## src/sv/dcf_pkg.sv

```systemverilog
// shared constants, control word layout and microcode rom for the divisor counter
// no dependencies; used by dcf_div and the top level by scoped names

package dcf_pkg;

	localparam int VALUE_BITS   = 31;
	localparam int IN_TDATA_W   = ((VALUE_BITS + 7) / 8) * 8;
	localparam int COUNT_BITS   = 11;
	localparam int OUT_TDATA_W  = ((COUNT_BITS + 7) / 8) * 8;
	localparam int PROD_BITS    = COUNT_BITS + 1;
	localparam int E_BITS       = $clog2(VALUE_BITS + 1);
	localparam int D_BITS       = VALUE_BITS / 2 + 2;
	localparam int DIV_PAD_BITS = 2 * ((VALUE_BITS + 1) / 2);
	localparam int DIV_STEPS    = DIV_PAD_BITS / 2;
	localparam int DIV_CNT_BITS = $clog2(DIV_STEPS + 1);
	localparam int PC_BITS      = 5;
	localparam int OP_BITS      = 4;
	localparam int COND_BITS    = 4;

	localparam logic [COUNT_BITS-1:0] COUNT_MAX = {COUNT_BITS{1'b1}};

	// datapath operations
	localparam logic [OP_BITS-1:0] OP_NONE     = 4'd0;
	localparam logic [OP_BITS-1:0] OP_LOAD     = 4'd1;
	localparam logic [OP_BITS-1:0] OP_HALVE    = 4'd2;
	localparam logic [OP_BITS-1:0] OP_MUL_E    = 4'd3;
	localparam logic [OP_BITS-1:0] OP_DIV      = 4'd4;
	localparam logic [OP_BITS-1:0] OP_D_STEP   = 4'd5;
	localparam logic [OP_BITS-1:0] OP_TAKE_Q   = 4'd6;
	localparam logic [OP_BITS-1:0] OP_MUL_STEP = 4'd7;
	localparam logic [OP_BITS-1:0] OP_EMIT     = 4'd8;

	// jump conditions
	localparam logic [COND_BITS-1:0] C_NEVER     = 4'd0;
	localparam logic [COND_BITS-1:0] C_ALWAYS    = 4'd1;
	localparam logic [COND_BITS-1:0] C_NO_IN     = 4'd2;
	localparam logic [COND_BITS-1:0] C_REST_ZERO = 4'd3;
	localparam logic [COND_BITS-1:0] C_REST_ODD  = 4'd4;
	localparam logic [COND_BITS-1:0] C_DIV_BUSY  = 4'd5;
	localparam logic [COND_BITS-1:0] C_D_GT_Q    = 4'd6;
	localparam logic [COND_BITS-1:0] C_REM_ZERO  = 4'd7;
	localparam logic [COND_BITS-1:0] C_OUT_FULL  = 4'd8;

	// program labels
	localparam logic [PC_BITS-1:0] S_ACCEPT   = 5'd0;
	localparam logic [PC_BITS-1:0] S_ZERO     = 5'd1;
	localparam logic [PC_BITS-1:0] S_ODD_TEST = 5'd2;
	localparam logic [PC_BITS-1:0] S_HALVE    = 5'd3;
	localparam logic [PC_BITS-1:0] S_MUL_TWO  = 5'd4;
	localparam logic [PC_BITS-1:0] S_TRIAL    = 5'd5;
	localparam logic [PC_BITS-1:0] S_WAIT_T   = 5'd6;
	localparam logic [PC_BITS-1:0] S_BOUND    = 5'd7;
	localparam logic [PC_BITS-1:0] S_HIT      = 5'd8;
	localparam logic [PC_BITS-1:0] S_NEXT_D   = 5'd9;
	localparam logic [PC_BITS-1:0] S_STRIP    = 5'd10;
	localparam logic [PC_BITS-1:0] S_REDIV    = 5'd11;
	localparam logic [PC_BITS-1:0] S_WAIT_R   = 5'd12;
	localparam logic [PC_BITS-1:0] S_AGAIN    = 5'd13;
	localparam logic [PC_BITS-1:0] S_MUL_D    = 5'd14;
	localparam logic [PC_BITS-1:0] S_OUT_WAIT = 5'd15;
	localparam logic [PC_BITS-1:0] S_EMIT     = 5'd16;

	typedef struct packed {
		logic [OP_BITS-1:0]   op;
		logic [COND_BITS-1:0] cond;
		logic [PC_BITS-1:0]   target;
	} ucode_t;

	// one control word per step: jump to target when cond holds, else fall through
	function automatic ucode_t ucode_rom(input logic [PC_BITS-1:0] pc);
		ucode_t w;
		begin
			unique case (pc)
				S_ACCEPT:   w = '{op: OP_LOAD,     cond: C_NO_IN,     target: S_ACCEPT};
				S_ZERO:     w = '{op: OP_NONE,     cond: C_REST_ZERO, target: S_OUT_WAIT};
				S_ODD_TEST: w = '{op: OP_NONE,     cond: C_REST_ODD,  target: S_MUL_TWO};
				S_HALVE:    w = '{op: OP_HALVE,    cond: C_ALWAYS,    target: S_ODD_TEST};
				S_MUL_TWO:  w = '{op: OP_MUL_E,    cond: C_NEVER,     target: S_ACCEPT};
				S_TRIAL:    w = '{op: OP_DIV,      cond: C_NEVER,     target: S_ACCEPT};
				S_WAIT_T:   w = '{op: OP_NONE,     cond: C_DIV_BUSY,  target: S_WAIT_T};
				S_BOUND:    w = '{op: OP_NONE,     cond: C_D_GT_Q,    target: S_OUT_WAIT};
				S_HIT:      w = '{op: OP_NONE,     cond: C_REM_ZERO,  target: S_STRIP};
				S_NEXT_D:   w = '{op: OP_D_STEP,   cond: C_ALWAYS,    target: S_TRIAL};
				S_STRIP:    w = '{op: OP_TAKE_Q,   cond: C_NEVER,     target: S_ACCEPT};
				S_REDIV:    w = '{op: OP_DIV,      cond: C_NEVER,     target: S_ACCEPT};
				S_WAIT_R:   w = '{op: OP_NONE,     cond: C_DIV_BUSY,  target: S_WAIT_R};
				S_AGAIN:    w = '{op: OP_NONE,     cond: C_REM_ZERO,  target: S_STRIP};
				S_MUL_D:    w = '{op: OP_MUL_STEP, cond: C_ALWAYS,    target: S_TRIAL};
				S_OUT_WAIT: w = '{op: OP_NONE,     cond: C_OUT_FULL,  target: S_OUT_WAIT};
				S_EMIT:     w = '{op: OP_EMIT,     cond: C_ALWAYS,    target: S_ACCEPT};
				default:    w = '{op: OP_NONE,     cond: C_ALWAYS,    target: S_ACCEPT};
			endcase
			return w;
		end
	endfunction

endpackage

```

## src/sv/dcf_div.sv

```systemverilog
// shared radix-4 restoring divider, two quotient bits per cycle
// depends on dcf_pkg for the operand widths

module dcf_div (
	input  logic                             clk,
	input  logic                             arst_n,
	input  logic                             start,
	input  logic [dcf_pkg::VALUE_BITS-1:0]   num,
	input  logic [dcf_pkg::D_BITS-1:0]       den,
	output logic                             busy,
	output logic [dcf_pkg::VALUE_BITS-1:0]   quot,
	output logic [dcf_pkg::D_BITS-1:0]       rem
);

	logic                                busy_q;
	logic [dcf_pkg::DIV_CNT_BITS-1:0]    cnt_q;
	logic [dcf_pkg::DIV_PAD_BITS-1:0]    quo_q;
	logic [dcf_pkg::D_BITS-1:0]          rem_q;
	logic [dcf_pkg::DIV_PAD_BITS-1:0]    quo_nx;
	logic [dcf_pkg::D_BITS-1:0]          rem_nx;

	// two dependent shift-subtract steps, msb first
	always_comb begin
		logic [dcf_pkg::D_BITS:0]   rem_sh;
		logic [dcf_pkg::D_BITS+1:0] diff;
		quo_nx = quo_q;
		rem_nx = rem_q;
		for (int i = 0; i < 2; i++) begin
			rem_sh = {rem_nx, quo_nx[dcf_pkg::DIV_PAD_BITS-1]};
			quo_nx = {quo_nx[dcf_pkg::DIV_PAD_BITS-2:0], 1'b0};
			diff = {1'b0, rem_sh} - {2'b00, den};
			if (!diff[dcf_pkg::D_BITS+1]) begin
				rem_nx = diff[dcf_pkg::D_BITS-1:0];
				quo_nx[0] = 1'b1;
			end else begin
				rem_nx = rem_sh[dcf_pkg::D_BITS-1:0];
			end
		end
	end

	always_ff @(posedge clk or negedge arst_n) begin
		if (!arst_n) begin
			busy_q <= 1'b0;
			cnt_q  <= '0;
		end else if (start) begin
			busy_q <= 1'b1;
			cnt_q  <= dcf_pkg::DIV_CNT_BITS'(dcf_pkg::DIV_STEPS - 1);
		end else if (busy_q) begin
			if (cnt_q == '0) begin
				busy_q <= 1'b0;
			end
			cnt_q <= cnt_q - 1'b1;
		end
	end

	always_ff @(posedge clk) begin
		if (start) begin
			quo_q <= dcf_pkg::DIV_PAD_BITS'(num);
			rem_q <= '0;
		end else if (busy_q) begin
			quo_q <= quo_nx;
			rem_q <= rem_nx;
		end
	end

	assign busy = busy_q;
	assign quot = quo_q[dcf_pkg::VALUE_BITS-1:0];
	assign rem  = rem_q;

endmodule

```

## src/sv/divisor_count_by_factorization.sv

```systemverilog
// channel  dir  tdata bits (low to high)        notes
// s_axis   in   [30:0] value, [31] zero        one word per count request
// m_axis   out  [10:0] divisor_count, [15:11] 0 one word per request, 0 for value 0
//
// a request runs through a microcoded sequencer over one shared radix-4 divider
// each trial divisor runs one pass of the divider plus sequencing steps
// worst case is a prime near 2^31, about 23170 trials
// a power of two or a small number stops early, once the divisor passes the quotient
// the next word is taken once the result sits in the output register
// reset clears the step counter and the output valid; no clearing pass
// depends on dcf_pkg and dcf_div

module divisor_count_by_factorization (
	input  logic                            clk,
	input  logic                            arst_n,
	input  logic                            s_axis_tvalid,
	output logic                            s_axis_tready,
	input  logic [dcf_pkg::IN_TDATA_W-1:0]  s_axis_tdata,  // value
	output logic                            m_axis_tvalid,
	input  logic                            m_axis_tready,
	output logic [dcf_pkg::OUT_TDATA_W-1:0] m_axis_tdata   // divisor_count
);

	dcf_pkg::ucode_t                        cw;
	logic [dcf_pkg::PC_BITS-1:0]            pc_q;
	logic                                   jump;
	logic                                   in_fire;
	logic                                   out_fire;

	logic [dcf_pkg::VALUE_BITS-1:0]         rest_q;
	logic [dcf_pkg::D_BITS-1:0]             d_q;
	logic [dcf_pkg::E_BITS-1:0]             e_q;
	logic [dcf_pkg::PROD_BITS-1:0]          prod_q;
	logic                                   out_valid_q;
	logic [dcf_pkg::COUNT_BITS-1:0]         out_count_q;

	logic                                   div_start;
	logic                                   div_busy;
	logic [dcf_pkg::VALUE_BITS-1:0]         div_quot;
	logic [dcf_pkg::D_BITS-1:0]             div_rem;

	logic [dcf_pkg::PROD_BITS+dcf_pkg::E_BITS-1:0] prod_full;
	logic [dcf_pkg::PROD_BITS-1:0]          prod_sat;
	logic [dcf_pkg::PROD_BITS:0]            prod_dbl;
	logic [dcf_pkg::COUNT_BITS-1:0]         count_fin;
	logic [dcf_pkg::VALUE_BITS-1:0]         in_value;

	assign cw            = dcf_pkg::ucode_rom(pc_q);
	assign s_axis_tready = (cw.op == dcf_pkg::OP_LOAD);
	assign in_fire       = s_axis_tvalid && s_axis_tready;
	assign out_fire      = out_valid_q && m_axis_tready;
	assign in_value      = s_axis_tdata[dcf_pkg::VALUE_BITS-1:0];
	assign div_start     = (cw.op == dcf_pkg::OP_DIV);

	always_comb begin
		unique case (cw.cond)
			dcf_pkg::C_NEVER:     jump = 1'b0;
			dcf_pkg::C_ALWAYS:    jump = 1'b1;
			dcf_pkg::C_NO_IN:     jump = !in_fire;
			dcf_pkg::C_REST_ZERO: jump = (rest_q == '0);
			dcf_pkg::C_REST_ODD:  jump = rest_q[0];
			dcf_pkg::C_DIV_BUSY:  jump = div_busy;
			dcf_pkg::C_D_GT_Q:    jump = (dcf_pkg::VALUE_BITS'(d_q) > div_quot);
			dcf_pkg::C_REM_ZERO:  jump = (div_rem == '0);
			dcf_pkg::C_OUT_FULL:  jump = out_valid_q;
			default:              jump = 1'b1;
		endcase
	end

	// running product times (exponent + 1), pinned just above the count range
	assign prod_full = prod_q * dcf_pkg::E_BITS'(e_q + 1'b1);
	assign prod_sat  = (prod_full > (dcf_pkg::PROD_BITS + dcf_pkg::E_BITS)'(dcf_pkg::COUNT_MAX))
	                 ? dcf_pkg::PROD_BITS'({1'b0, dcf_pkg::COUNT_MAX} + 1'b1)
	                 : prod_full[dcf_pkg::PROD_BITS-1:0];

	// a leftover cofactor above one is one more prime
	assign prod_dbl  = (rest_q > dcf_pkg::VALUE_BITS'(1)) ? {prod_q, 1'b0} : {1'b0, prod_q};
	assign count_fin = (prod_dbl > (dcf_pkg::PROD_BITS + 1)'(dcf_pkg::COUNT_MAX))
	                 ? dcf_pkg::COUNT_MAX : prod_dbl[dcf_pkg::COUNT_BITS-1:0];

	always_ff @(posedge clk or negedge arst_n) begin
		if (!arst_n) begin
			pc_q        <= dcf_pkg::S_ACCEPT;
			out_valid_q <= 1'b0;
		end else begin
			pc_q <= jump ? cw.target : pc_q + 1'b1;
			if (cw.op == dcf_pkg::OP_EMIT) begin
				out_valid_q <= 1'b1;
			end else if (out_fire) begin
				out_valid_q <= 1'b0;
			end
		end
	end

	always_ff @(posedge clk) begin
		unique case (cw.op)
			dcf_pkg::OP_LOAD: begin
				if (in_fire) begin
					rest_q <= in_value;
					prod_q <= dcf_pkg::PROD_BITS'(in_value != '0);
					e_q    <= '0;
					d_q    <= dcf_pkg::D_BITS'(3);
				end
			end
			dcf_pkg::OP_HALVE: begin
				rest_q <= rest_q >> 1;
				e_q    <= e_q + 1'b1;
			end
			dcf_pkg::OP_MUL_E: begin
				prod_q <= prod_sat;
				e_q    <= '0;
			end
			dcf_pkg::OP_D_STEP: begin
				d_q <= d_q + dcf_pkg::D_BITS'(2);
			end
			dcf_pkg::OP_TAKE_Q: begin
				rest_q <= div_quot;
				e_q    <= e_q + 1'b1;
			end
			dcf_pkg::OP_MUL_STEP: begin
				prod_q <= prod_sat;
				e_q    <= '0;
				d_q    <= d_q + dcf_pkg::D_BITS'(2);
			end
			dcf_pkg::OP_EMIT: begin
				out_count_q <= count_fin;
			end
			default: begin
			end
		endcase
	end

	dcf_div u_div (
		.clk    (clk),
		.arst_n (arst_n),
		.start  (div_start),
		.num    (rest_q),
		.den    (d_q),
		.busy   (div_busy),
		.quot   (div_quot),
		.rem    (div_rem)
	);

	assign m_axis_tvalid = out_valid_q;
	assign m_axis_tdata  = dcf_pkg::OUT_TDATA_W'(out_count_q);

endmodule

```

## config.mk

```make
export PLATFORM = sky130hd
export DESIGN_NAME = divisor_count_by_factorization
export DESIGN_NICKNAME = d
export VERILOG_FILES = /design/src/sv/dcf_pkg.sv /design/src/sv/dcf_div.sv /design/src/sv/divisor_count_by_factorization.sv
export SDC_FILE = /design/constraint.sdc
export NUM_CORES = 1
export LEC_CHECK = 0
export BUFFER_PORTS_ARGS = -buffer_cell sky130_fd_sc_hd__buf_2
export CAP_MARGIN = 20
export CORE_MARGIN = 5
export CORE_UTILIZATION = 55
export DETAILED_ROUTE_END_ITERATION = 10
export PLACE_DENSITY = 0.71
export SLEW_MARGIN = 20
export SYNTH_ARGS = -nofsm -noshare
export SYNTH_HDL_FRONTEND = slang
export SYNTH_SLANG_ARGS = --single-unit
```

## constraint.sdc

```tcl
create_clock -name clk -period 9.21 [get_ports clk]
set_input_delay 0 -clock clk [delete_from_list [all_inputs] [get_ports clk]]
set_output_delay 0 -clock clk [all_outputs]
set_load 0.01 [all_outputs]
```

==> impl_metrics.toml <==
[sta]
fin_crit_ps = 6750
finalClockSkew_ps = 11.8
slew_headroom = 0.269
max_freq_mhz = 148
setup_violations = 0
fin_crit_sh = 0.733
rsz0062_at_grt = "false"
slew_violations = 0
hold_viol_final = 0
tightest_slew_ps = 1090
fin_hold_ws_ps = 20.8
fin_tns_setup_ps = 0

[clock_tree]
cts.clk_slew.worst_paths_ps = 70
cts_buffers = 17
post_cts_buffers = 0
cts_root_buffer = "clkbuf_16"
h-tree-depth = 4
clock_latency_ps = 420
clock-sinks = 136
cts_tree = "built"
clockBufferDepth = 2

[global_route]
grt_pass1_vias = 9613
grt_usage = 0.248
antenna_found_initial = 1
grt_start_max_net_pins = 63
grt_overflow = 0
grt_pass1_wl_mm = 48.0

[critical_path]
timing.rr.start = "e_q[0]"
crit_required_ps = 9430
timing.rr.end = "prod_q[6]"
cp-start-kind = "flip-flop"
worstPathMaxFanout = 15
crit_type = "flip-flop to flip-flop"
end_kind = "flip-flop"
cp.arrival_ps = 6970
cp-startpoint = "e_q[0]"
reg2reg_slack_ps = 2460
crit_end = "prod_q[6]"
r2r_cells = 17

[hold_path]
hp-class = "input pin to flip-flop"

[drt]
drt-initial-drc-count = 898
dr_wl_met3_mm = 2.01
drt-met1-wl_mm = 12.2
drc = 0
firstDrtPassIters = 5
routedWlPerCell_um = 18.3
ant_nets = 0
vias = 9644
routed_wl_mm = 29.2
wl_met2_mm = 13.7
vias_per_cell = 6.05
top_layer = "met4"

[floorplan]
start_util = 0.560
io_pins = 54
core_area_sq_um = 20200
core.rowCount = 52
die-area_sq_um = 23600
dieWidth_um = 153
die_height_um = 153

[cells_and_area]
drive_above_1_share = 0.0974
areaGrowthSynthToFinish_pct = 11.0
nNetsFinal = 1463

[synthesis]
synthDistinctLibCells = 83
synth_area_sq_um = 11300
synth-warning-count = 0
synth_edf_count = 106
syn_avg_cell_area_sq_um = 8.92
async_flop_share = 0.0882
synthFlopType = "edfxtp_1"
synth_seq_area_share = 0.339
ys_ff_latch = 136
syn_inst = 1270

[place]
portBuffers = 47
dpl.hpwl_mm = 20.7
place.gp.congestion = 0.898

[outcome]
status = "finished clean"

[job]
maxCapViolations = 0
[through the flow]
step | instances | util | cell area (sq um) | setup slack (ps)
4_1_cts | 1594 | 0.621 | 12600 | 2470
3_5_place_dp | 1536 | 0.578 | 11700 | 2490
6_report | 1595 | 0.621 | 12600 | 2460
2_1_floorplan | 1274 | - | 11300 | 3910
3_3_place_gp | 1536 | 0.578 | 11700 | 2580
5_1_grt | 1595 | 0.621 | 12600 | 2070
[metal layers]
layer,up-vias,track usage
met2,358,0.402
met4,0,0.111
li1,4610,-
met1,4585,0.324
met3,91,0.0472
met5,-,0
[critical path: stages, from the launching register on]
cell       delay (ps)
edfxtp_1          600
ha_1              320
nand3_1           100
xor2_1            850
nor2b_1           170
fa_1              560
fa_1              550
inv_1              60
fa_1              540
inv_1              40
ha_1              300
o21a_1            130
nor2_1             50
nor4b_1           480
mux2_2            390
a2111oi_0         380
nand4_1           550
nor4_1            460
[cell families (layout without fill, tap and decap cells)]
kind of cell,after synthesis,count (layout),synth area share
AOI/OAI and AO/OA,257,257,0.152
buffers and inverters,159,209,0.0580
and+or+nand+nor,507,507,0.219
muxes,42,42,0.0419
other,1,6,0.000331
adders and majority gates,116,116,0.149
xor gates and xnor gates,52,52,0.0402
DFF,136,136,0.339
[synth_stat cells (all sizes together) (3+ instances only)]
master   count  share of area
or3          6         0.0033
a31o         3         0.0023
nor2b       31          0.017
edfxtp     106           0.28
o21ai       69          0.030
xnor2       35          0.027
clkbuf      46          0.015
buf         19          0.012
ha          84          0.093
a21boi       3         0.0020
mux2i       20          0.018
xor2        17          0.013
o21a        12         0.0080
fa          32          0.057
a21oi       46          0.020
o211ai       5         0.0038
nor2       104          0.034
nor4        28          0.015
or2          5         0.0028
and3        16         0.0088
nand2      141          0.047
inv         94          0.031
a2111oi      3         0.0040
mux2        20          0.020
a211o        3         0.0023
a211oi      12         0.0080
nor4b        3         0.0023
a311oi       4         0.0046
o31ai        5         0.0038
dfxtp       18          0.032
nand3       52          0.023
dfrtp       12          0.027
o311ai       4         0.0038
nor3        47          0.021
nand3b       4         0.0027
nand2b      24          0.014
a31oi       37          0.022
a21o        17          0.011
and2        28          0.015
nand4       12         0.0072
o21bai      13         0.0086
[registers in the layout, summed over array words and instances, names as in the netlist]
name / count
u_div.quo_q: 32
rest_q: 31
u_div.rem: 17
d_q: 16
prod_q: 12
out_count_q: 11
e_q: 5
pc_q: 5
u_div.cnt_q: 5
m_axis_tvalid: 1
u_div.busy: 1
[what timing repair did]
action	in CTS	in global routing
endpoints found under the hold margin	36	0
resized for setup	0	0
hold buffers	26	0
[final cells by class]
type	count	area [sq um]
inverters	94	353
clock inverters	14	173
repair buffers	83	571
multi-input cells	979	6860
well taps	270	338
fillers	1696	7670
diodes	1	2.50
clock buffers	18	429
flip-flops and latches	136	3840
[cells in the final DEF (no fill, tap or decap), types with 5 or more instances in the layout]
cell type | synthesis | layout
nand2_1 | 141 | 141
edfxtp_1 | 106 | 106
nor2_1 | 104 | 103
inv_1 | 93 | 93
ha_1 | 84 | 84
o21ai_0 | 66 | 66
nand3_1 | 52 | 52
buf_2 | 6 | 47
a21oi_1 | 46 | 46
nor3_1 | 46 | 46
a31oi_1 | 36 | 36
xnor2_1 | 35 | 35
fa_1 | 32 | 32
nor2b_1 | 31 | 31
and2_1 | 28 | 28
nor4_1 | 28 | 28
dlygate4sd3_1 | 0 | 26
nand2b_1 | 23 | 23
mux2i_1 | 20 | 20
dfxtp_1 | 18 | 18
a21o_1 | 17 | 17
mux2_2 | 17 | 17
xor2_1 | 17 | 17
clkbuf_16 | 0 | 17
and3_1 | 16 | 16
o21bai_1 | 13 | 13
a211oi_1 | 12 | 12
o21a_1 | 12 | 12
dfrtp_1 | 12 | 12
nand4_1 | 11 | 11
buf_4 | 6 | 10
or3_1 | 6 | 6
or2_2 | 5 | 5
conb_1 | 1 | 5
[worst min path at each step]
stage | startpoint | to | slack, ps | cells past startpoint
after floorplan | arst_n | m_axis_tvalid | -300 | 0
after global placement | arst_n | pc_q[0] | -100 | 1
after detailed placement | arst_n | pc_q[0] | -100 | 1
after CTS | s_axis_tdata[19] | rest_q[19] | 5 | 3
after global routing | s_axis_tdata[14] | rest_q[14] | 10 | 3
final | s_axis_tdata[14] | rest_q[14] | 20 | 3
Power is left out: the tool's default activity adds up to more than one toggle a clock period on the data nets, which glitch-free logic cannot reach.
